--- config.mk ---
export PLATFORM = sky130hd
export DESIGN_NAME = exit_button_lock_controller_core
export DESIGN_NICKNAME = d
export VERILOG_FILES = /design/src/sv/ebl_pkg.sv /design/src/sv/ebl_cfg.sv /design/src/sv/ebl_step.sv /design/src/sv/ebl_obuf.sv /design/src/sv/exit_button_lock_controller_core.sv
export SDC_FILE = /design/constraint.sdc
export NUM_CORES = 1
export LEC_CHECK = 0
export CORE_ASPECT_RATIO = 1.1
export CORE_MARGIN = 5
export CORE_UTILIZATION = 30
export CTS_CLUSTER_DIAMETER = 60
export DETAILED_ROUTE_END_ITERATION = 8
export DONT_BUFFER_PORTS = 1
export GPL_ROUTABILITY_DRIVEN = 0
export PLACE_DENSITY_LB_ADDON = 0.2
export SYNTH_ARGS = -nofsm -noshare
export SYNTH_HDL_FRONTEND = slang
export SYNTH_HIERARCHICAL = 1
export SYNTH_SLANG_ARGS = --single-unit
--- constraint.sdc ---
create_clock -name clk -period 3.2 [get_ports clk]
set_clock_uncertainty 0.05 [all_clocks]
set_input_delay 0.16 -clock clk [delete_from_list [all_inputs] [get_ports clk]]
set_output_delay 0.16 -clock clk [all_outputs]
set_load 0.05 [all_outputs]
--- src/sv/ebl_pkg.sv ---
// Package for the exit button lock controller.
// Holds the shared codes, widths, configuration and result types.
// No dependencies.
package ebl_pkg;

  localparam int CountW = 16;
  localparam int IndexW = 3;
  localparam int DataW  = 16;

  localparam logic [CountW-1:0] COUNT_MAX = {CountW{1'b1}};

  localparam logic [1:0] CMD_SAMPLE = 2'd0;
  localparam logic [1:0] CMD_TICK   = 2'd1;
  localparam logic [1:0] CMD_TEST   = 2'd2;

  localparam logic [1:0] MODE_MOMENTARY = 2'd0;
  localparam logic [1:0] MODE_TOGGLE    = 2'd1;
  localparam logic [1:0] MODE_LATCH     = 2'd2;

  localparam logic [1:0] ACT_NONE   = 2'd0;
  localparam logic [1:0] ACT_DISARM = 2'd1;
  localparam logic [1:0] ACT_ARM    = 2'd2;

  localparam logic [1:0] LINE_BOTH = 2'd0;
  localparam logic [1:0] LINE_ONE  = 2'd1;
  localparam logic [1:0] LINE_TWO  = 2'd2;

  localparam logic [1:0] LOCKS_BOTH = 2'd3;
  localparam logic [1:0] ROUTE_NONE = 2'd0;

  localparam logic [IndexW-1:0] REG_ENABLE = 3'd0;
  localparam logic [IndexW-1:0] REG_MODE   = 3'd1;
  localparam logic [IndexW-1:0] REG_SELECT = 3'd2;
  localparam logic [IndexW-1:0] REG_DELAY  = 3'd3;
  localparam logic [IndexW-1:0] REG_ROUTE  = 3'd4;

  typedef struct packed {
    logic              button_enable;
    logic [1:0]        button_mode;
    logic [1:0]        lock_select;
    logic [CountW-1:0] rearm_delay;
    logic [1:0]        alert_route;
  } cfg_t;

  typedef struct packed {
    logic [1:0] lock_action;
    logic [1:0] lock_bits;
    logic       alert_fire;
    logic [1:0] alert_line;
    logic [1:0] alert_code;
    logic       button_pressed;
    logic       toggle_armed;
  } result_t;

endpackage

--- src/sv/ebl_cfg.sv ---
// Configuration registers of the exit button lock controller.
// Depends on ebl_pkg for the register indexes and the cfg_t type.
module ebl_cfg (
  input  logic                        clk,
  input  logic                        rst,
  input  logic                        cfg_we,
  input  logic [ebl_pkg::IndexW-1:0]  cfg_index,
  input  logic [ebl_pkg::DataW-1:0]   cfg_wdata,
  output ebl_pkg::cfg_t               cfg,
  output logic                        clear_toggle
);

  ebl_pkg::cfg_t regs;

  assign cfg = regs;
  assign clear_toggle = cfg_we && (cfg_index == ebl_pkg::REG_MODE) &&
                        (cfg_wdata[1:0] != ebl_pkg::MODE_TOGGLE);

  always_ff @(posedge clk) begin
    if (rst) begin
      regs.button_enable <= 1'b0;
      regs.button_mode   <= ebl_pkg::MODE_MOMENTARY;
      regs.lock_select   <= 2'd1;
      regs.rearm_delay   <= ebl_pkg::CountW'(4);
      regs.alert_route   <= 2'd3;
    end else if (cfg_we) begin
      case (cfg_index)
        ebl_pkg::REG_ENABLE: regs.button_enable <= cfg_wdata[0];
        ebl_pkg::REG_MODE:   regs.button_mode   <= cfg_wdata[1:0];
        ebl_pkg::REG_SELECT: begin
          if (cfg_wdata[1:0] != 2'd0) regs.lock_select <= cfg_wdata[1:0];
        end
        ebl_pkg::REG_DELAY:  regs.rearm_delay   <= cfg_wdata[ebl_pkg::CountW-1:0];
        ebl_pkg::REG_ROUTE:  regs.alert_route   <= cfg_wdata[1:0];
        default: ;
      endcase
    end
  end

endmodule

--- src/sv/ebl_step.sv ---
// Per-item update: button state, re-arm timer and lock/alert decision.
// Depends on ebl_pkg for codes and the cfg_t and result_t types.
module ebl_step (
  input  logic             clk,
  input  logic             rst,
  input  logic             accept,
  input  logic [1:0]       command,
  input  logic             pin_level,
  input  ebl_pkg::cfg_t    cfg,
  input  logic             clear_toggle,
  output ebl_pkg::result_t res
);

  logic                       last_pressed, last_pressed_next;
  logic                       toggle_flag, toggle_flag_next;
  logic [ebl_pkg::CountW-1:0] second_count, second_count_next;
  logic                       timer_done, timer_done_next;

  logic pressed;
  logic drive, arm, with_alert, fire;

  assign pressed = ~pin_level;

  always_comb begin
    last_pressed_next = last_pressed;
    toggle_flag_next  = toggle_flag;
    second_count_next = second_count;
    timer_done_next   = timer_done;
    drive      = 1'b0;
    arm        = 1'b0;
    with_alert = 1'b0;
    case (command)
      ebl_pkg::CMD_SAMPLE: begin
        if (cfg.button_enable) begin
          if (cfg.button_mode == ebl_pkg::MODE_LATCH) begin
            if (pressed != last_pressed) begin
              drive           = 1'b1;
              arm             = pressed;
              with_alert      = 1'b1;
              timer_done_next = 1'b1;
            end
          end else if (pressed && !last_pressed) begin
            drive      = 1'b1;
            with_alert = 1'b1;
            if (cfg.button_mode == ebl_pkg::MODE_TOGGLE) begin
              toggle_flag_next = ~toggle_flag;
              arm              = ~toggle_flag;
              timer_done_next  = 1'b1;
            end else begin
              timer_done_next   = 1'b0;
              second_count_next = '0;
            end
          end
        end
        last_pressed_next = pressed;
      end
      ebl_pkg::CMD_TICK: begin
        if (second_count >= cfg.rearm_delay && !timer_done) begin
          drive           = 1'b1;
          arm             = 1'b1;
          timer_done_next = 1'b1;
        end else if (second_count != ebl_pkg::COUNT_MAX) begin
          second_count_next = second_count + 1'b1;
        end
      end
      ebl_pkg::CMD_TEST: begin
        drive      = 1'b1;
        with_alert = 1'b1;
        if (cfg.button_mode == ebl_pkg::MODE_LATCH) begin
          arm             = 1'b1;
          timer_done_next = 1'b1;
        end else if (cfg.button_mode == ebl_pkg::MODE_TOGGLE) begin
          toggle_flag_next = ~toggle_flag;
          arm              = ~toggle_flag;
          timer_done_next  = 1'b1;
        end else begin
          timer_done_next   = 1'b0;
          second_count_next = '0;
        end
      end
      default: ;
    endcase
  end

  assign fire = drive && with_alert && (cfg.alert_route != ebl_pkg::ROUTE_NONE);

  always_comb begin
    res.lock_action = !drive ? ebl_pkg::ACT_NONE :
                      (arm ? ebl_pkg::ACT_ARM : ebl_pkg::ACT_DISARM);
    res.lock_bits   = drive ? cfg.lock_select : 2'd0;
    res.alert_fire  = fire;
    res.alert_code  = fire ? cfg.alert_route : 2'd0;
    if (!fire) begin
      res.alert_line = ebl_pkg::LINE_BOTH;
    end else if (cfg.lock_select == ebl_pkg::LOCKS_BOTH) begin
      res.alert_line = ebl_pkg::LINE_BOTH;
    end else if (cfg.lock_select[0]) begin
      res.alert_line = ebl_pkg::LINE_ONE;
    end else begin
      res.alert_line = ebl_pkg::LINE_TWO;
    end
    res.button_pressed = last_pressed_next;
    res.toggle_armed   = toggle_flag_next;
  end

  always_ff @(posedge clk) begin
    if (rst) begin
      last_pressed <= 1'b0;
      toggle_flag  <= 1'b0;
      second_count <= '0;
      timer_done   <= 1'b0;
    end else begin
      if (accept) begin
        last_pressed <= last_pressed_next;
        second_count <= second_count_next;
        timer_done   <= timer_done_next;
      end
      if (clear_toggle) begin
        toggle_flag <= 1'b0;
      end else if (accept) begin
        toggle_flag <= toggle_flag_next;
      end
    end
  end

  a_fire_needs_action: assert property (@(posedge clk) disable iff (rst)
    res.alert_fire |-> res.lock_action != ebl_pkg::ACT_NONE)
    else $error("alert raised without a lock action");

  a_tick_rearm: assert property (@(posedge clk) disable iff (rst)
    (accept && command == ebl_pkg::CMD_TICK && !timer_done &&
     second_count >= cfg.rearm_delay) |=> timer_done)
    else $error("expired tick did not mark the timer done");

  a_sample_records: assert property (@(posedge clk) disable iff (rst)
    (accept && command == ebl_pkg::CMD_SAMPLE) |=> last_pressed == !$past(pin_level))
    else $error("sample did not record the pressed status");

  a_momentary_restart: assert property (@(posedge clk) disable iff (rst)
    (accept && res.lock_action == ebl_pkg::ACT_DISARM &&
     cfg.button_mode != ebl_pkg::MODE_TOGGLE && cfg.button_mode != ebl_pkg::MODE_LATCH)
    |=> second_count == '0 && !timer_done)
    else $error("momentary disarm did not restart the re-arm timer");

endmodule

--- src/sv/ebl_obuf.sv ---
// Two-entry result buffer between the update logic and the output channel.
// Depends on ebl_pkg for the result_t type.
module ebl_obuf (
  input  logic             clk,
  input  logic             rst,
  input  logic             push,
  input  ebl_pkg::result_t push_data,
  output logic             full,
  output logic             out_valid,
  input  logic             out_stall,
  output ebl_pkg::result_t out_data
);

  ebl_pkg::result_t entries [2];
  logic       wr_ptr, rd_ptr;
  logic [1:0] count;
  logic       pop;

  assign full      = (count == 2'd2);
  assign out_valid = (count != 2'd0);
  assign pop       = out_valid && !out_stall;
  assign out_data  = entries[rd_ptr];

  always_ff @(posedge clk) begin
    if (push) entries[wr_ptr] <= push_data;
  end

  always_ff @(posedge clk) begin
    if (rst) begin
      wr_ptr <= 1'b0;
      rd_ptr <= 1'b0;
      count  <= 2'd0;
    end else begin
      if (push) wr_ptr <= ~wr_ptr;
      if (pop)  rd_ptr <= ~rd_ptr;
      case ({push, pop})
        2'b10:   count <= count + 2'd1;
        2'b01:   count <= count - 2'd1;
        default: ;
      endcase
    end
  end

  a_no_overflow: assert property (@(posedge clk) disable iff (rst)
    full |-> !push)
    else $error("result pushed into a full buffer");

  a_count_range: assert property (@(posedge clk) disable iff (rst)
    count != 2'd3)
    else $error("buffer count out of range");

  a_held_while_stalled: assert property (@(posedge clk) disable iff (rst)
    (out_valid && out_stall) |=> out_valid && $stable(out_data))
    else $error("stalled result changed");

endmodule

--- src/sv/exit_button_lock_controller_core.sv ---
// Exit button lock controller, top level.
// Input channel: in_valid/in_stall carry command (0 pin sample, 1 one-second
// tick, 2 test) and pin_level (active low). Output channel: out_valid/out_stall
// carry one result per input: lock_action, lock_bits, alert fields and the
// button and toggle status after the item.
// A transfer happens at a rising edge with valid high and stall low.
// Configuration: cfg_we writes cfg_wdata into register cfg_index (0 enable,
// 1 mode, 2 lock select, 3 re-arm delay, 4 alert route); no read-back.
// A result enters the buffer at its input transfer and is valid in the next
// cycle when no older result is waiting in the buffer.
// Throughput: one item per cycle while in_stall is low; the update is a
// single pass of logic from the input ports and state registers into a
// two-entry result buffer. in_stall is high while both buffer entries hold
// results the receiver has not yet taken; with inputs streaming, each
// stalled output cycle raises in_stall in the cycle after it.
// Reset (rst, synchronous): registers return to their defaults, button and
// timer state clear, and the result buffer empties.
// Depends on ebl_pkg, ebl_cfg, ebl_step and ebl_obuf.
module exit_button_lock_controller_core (
  input  logic                       clk,
  input  logic                       rst,
  input  logic                       cfg_we,
  input  logic [ebl_pkg::IndexW-1:0] cfg_index,
  input  logic [ebl_pkg::DataW-1:0]  cfg_wdata,
  input  logic                       in_valid,
  output logic                       in_stall,
  input  logic [1:0]                 command,
  input  logic                       pin_level,
  output logic                       out_valid,
  input  logic                       out_stall,
  output logic [1:0]                 lock_action,
  output logic [1:0]                 lock_bits,
  output logic                       alert_fire,
  output logic [1:0]                 alert_line,
  output logic [1:0]                 alert_code,
  output logic                       button_pressed,
  output logic                       toggle_armed
);

  ebl_pkg::cfg_t    cfg;
  ebl_pkg::result_t step_res;
  ebl_pkg::result_t out_res;
  logic             clear_toggle;
  logic             full;
  logic             accept;

  assign in_stall = full;
  assign accept   = in_valid && !full;

  ebl_cfg u_cfg (
    .clk          (clk),
    .rst          (rst),
    .cfg_we       (cfg_we),
    .cfg_index    (cfg_index),
    .cfg_wdata    (cfg_wdata),
    .cfg          (cfg),
    .clear_toggle (clear_toggle)
  );

  ebl_step u_step (
    .clk          (clk),
    .rst          (rst),
    .accept       (accept),
    .command      (command),
    .pin_level    (pin_level),
    .cfg          (cfg),
    .clear_toggle (clear_toggle),
    .res          (step_res)
  );

  ebl_obuf u_obuf (
    .clk       (clk),
    .rst       (rst),
    .push      (accept),
    .push_data (step_res),
    .full      (full),
    .out_valid (out_valid),
    .out_stall (out_stall),
    .out_data  (out_res)
  );

  assign lock_action    = out_res.lock_action;
  assign lock_bits      = out_res.lock_bits;
  assign alert_fire     = out_res.alert_fire;
  assign alert_line     = out_res.alert_line;
  assign alert_code     = out_res.alert_code;
  assign button_pressed = out_res.button_pressed;
  assign toggle_armed   = out_res.toggle_armed;

endmodule
==> out/results.ini <==
[run_status]
status = finished clean

[synth]
ys_ff_latch = 69
synthXorXnorAreaFrac = 0.00679
synth_compound_area_frac = 0.173
ys_warn_count = 6
synth_edf_count = 22
ys_seq_area_frac = 0.414
synthCells = 417
synth-simple-area-share = 0.207
postSynthAreaPerCell_um2 = 9.29
synth.distinct_cells = 61
synthAdderAreaFrac = 0.0872
synth_flop_cell = dfxtp_1
synthMuxAreaShare = 0.0481
synth_top_family_by_area = simple AND/OR/NAND/NOR gates
synth_fp_nets = 471
netlist_area_um2 = 3870
async_reset_ff_frac = 0

[clocking]
cts_tree = yes
post_cts_buffers = 0
root_buffer = clkbuf_16
worstSkewPairLatency_ns = 0.33
cts_resized = 0
numCtsBuffers = 9
h-tree-depth = 3
cts_max_path_buffers = 2
cts_sinks = 69
clk_pin_slew_ns = 0.06

[flow_run]
cap_violations = 0

[die]
start_util = 0.306
pin_count = 40
rows = 43
design.core.area_um2 = 12600
die_h_um = 129
die_x_um = 118
die-area_um2 = 15300

[sta]
fmax_mhz = 357
final.min_clock_period_ns = 2.80
rsz0062_at_grt = no
finalCritPeriodShare = 0.874
tns_ns = 0
finalSetupViolCount = 0
slew_headroom = 0.464
hold_viol_final = 0
tightest_slew_ns = 0.798
slew_violations = 0

[power]
p_leak_nw = 1.65
clockPowerShare = 0.410
sequentialPowerShare = 0.375
power_frac_comb = 0.215
sw_frac_of_total = 0.306
p_int_mw = 1.94
vdd_ir_drop_max_mv = 0.480
power.density_nw_per_um2 = 618
p_sw_uw = 856

[worst_setup_path]
path_max_fanout = 8
crit_path_end_kind = flip-flop
crit_type = reg2reg
critPathRequiredTime_ns = 3.41
cp-start-kind = flip-flop
rr_worst_depth = 8
critical-path-max-stage-delay_ns = 0.50
r2r_setup_slack_ns = 0.40
rr_endpoint = u_step/second_count[5]
cp_slowest_cell = or4_1
crit_chain = and2b_2 > nor2b_4 > a21bo_2 > a211oi_1 > o31a_1 > nand2_1 > or4_1 > a21oi_1
reg2reg_from = u_obuf/count[0]
worst_ep_arrival_time_ns = 3.01

[routing]
wl_per_cell_um = 15.1
wl_mm = 8.99
drtIter0Drc = 168
viasPerCell = 5.05
dr.pass1.iters = 6
ant_nets = 0
vias = 3010
drc = 0

[grt]
groute.usage.overall = 0.123
grt_overflow_total = 0
grt_pass1_wl_mm = 15.1
grt_max_degree = 50
antenna_found_initial = 0
grt_pass1_vias = 3002

[cells_and_area]
final_area_um2 = 4530
antenna_cells = 0
nets = 488
fill_cells = 1293
instances_no_fill = 596
syn_to_final_growth_pct = 17.0
final_util = 0.358
drive_above_1_share = 0.134

[place]
port_buffers = 0
dp.cells = 561
hpwlAfterDp_mm = 6.33
place_area_um2 = 3980

[worst_hold_path]
hp-start = cfg_wdata[0]
whs_path_depth = 2
hold_end = u_cfg/cfg[18]
min_path_type = in2reg

==> sequential cells by signal, summed over array words and instances (netlist names), named ones only <==
name	flops
u_cfg/cfg	23
u_obuf/entries	22
u_step/second_count	16
u_obuf/count	2
u_obuf/rd_ptr	1
u_obuf/wr_ptr	1
u_step/last_pressed	1
u_step/timer_done	1
u_step/toggle_flag	1
==> logic make-up (layout without fill, tap and decap cells) <==
logic type | Yosys count | in the layout
fa+ha+maj | 27 | 27
buf+inv | 51 | 73
flops | 69 | 69
compound gates | 98 | 98
simple gates | 152 | 152
xor+xnor | 3 | 3
mux | 17 | 17
==> layout by cell type (no fill, tap or decap), types with 5 or more instances in the layout <==
cell type | netlist | routed
nand3_1 | 10 | 10
nand4_1 | 6 | 6
a21oi_1 | 32 | 32
inv_1 | 33 | 33
dlygate4sd3_1 | 0 | 18
dfxtp_1 | 47 | 47
buf_4 | 3 | 5
o21ai_0 | 22 | 22
mux2_2 | 13 | 13
a21oi_2 | 10 | 10
nand2_1 | 55 | 55
and2_1 | 7 | 7
ha_1 | 27 | 27
clkbuf_16 | 0 | 9
edfxtp_1 | 22 | 22
nor2_1 | 29 | 29
or4_1 | 6 | 6
==> cell type report <==
class	count	area, um^2	area share
Multi-Input combinational cell	297	2020	0.446
Timing Repair Buffer	24	245	0.0541
Inverter	33	124	0.0273
Clock inverter	6	111	0.0246
Clock buffer	10	229	0.0506
Sequential cell	69	1600	0.354
Tap cell	157	196	0.0434
==> cell usage after synthesis, types with 5 or more instances <==
cell type / number / area share
nand2_1: 55 / 0.053
dfxtp_1: 47 / 0.24
inv_1: 33 / 0.032
a21oi_1: 32 / 0.041
nor2_1: 29 / 0.028
ha_1: 27 / 0.087
edfxtp_1: 22 / 0.17
o21ai_0: 22 / 0.028
mux2_2: 13 / 0.038
a21oi_2: 10 / 0.023
nand3_1: 10 / 0.013
and2_1: 7 / 0.011
buf_2: 6 / 0.0078
nand4_1: 6 / 0.0097
or4_1: 6 / 0.012
clkbuf_1: 5 / 0.0048
==> layer usage <==
| layer | global-route usage | vias up | wire length [um] |
|---|---|---|---|
| met5 | 0 | - | 0 |
| met4 | 0.0344 | 0 | 121 |
| met3 | 0.0402 | 8 | 398 |
| met2 | 0.217 | 63 | 4510 |
| met1 | 0.144 | 1420 | 3950 |
| li1 | - | 1519 | - |
==> worst max path at each step <==
stage                          startpoint                      to  slack [ns]  cells after the start
after CTS                 u_obuf/count[0]  u_step/second_count[5]        0.38                      8
after global placement    u_obuf/count[0]  u_step/second_count[5]        0.49                      8
after detailed placement  u_obuf/count[0]  u_step/second_count[5]        0.42                      8
after global routing      u_obuf/count[0]  u_step/second_count[5]        0.18                      8
after floorplan           u_obuf/count[0]  u_step/second_count[8]        0.70                      8
final                     u_obuf/count[0]  u_step/second_count[5]        0.40                      8
==> metrics by stage <==
stage                     total power [mW]  setup WS, ns  hold WS (ns)
after floorplan                       1.57         0.700         0.179
after global placement                1.63         0.490         0.187
after detailed placement              1.64         0.419         0.189
after CTS                             2.84         0.383       0.00716
after global routing                  2.93         0.178        0.0426
final                                 2.80         0.402        0.0174
==> worst max-delay path, delay by kind of cell, from the launching register on <==
kind             cells  cell delay [ns]
AO/OA/AOI/OAI        4             1.07
flip-flops           1             0.39
AND/OR/NAND/NOR      4             1.22
==> timing repair <==
action                                  4_1_cts  5_1_grt
hold endpoints to repair                     47        0
hold buffers                                 19        0
endpoints found under the setup margin        0        0
==> power by group through the flow <==
stage / registers [mW] / logic [mW] / clock network [mW]
after floorplan: 1.05 / 0.525 / 0
after global placement: 1.07 / 0.561 / 0
after detailed placement: 1.07 / 0.565 / 0
after CTS: 1.05 / 0.609 / 1.18
after global routing: 1.06 / 0.650 / 1.22
final: 1.05 / 0.601 / 1.15
(Power assumes the default switching activity.)
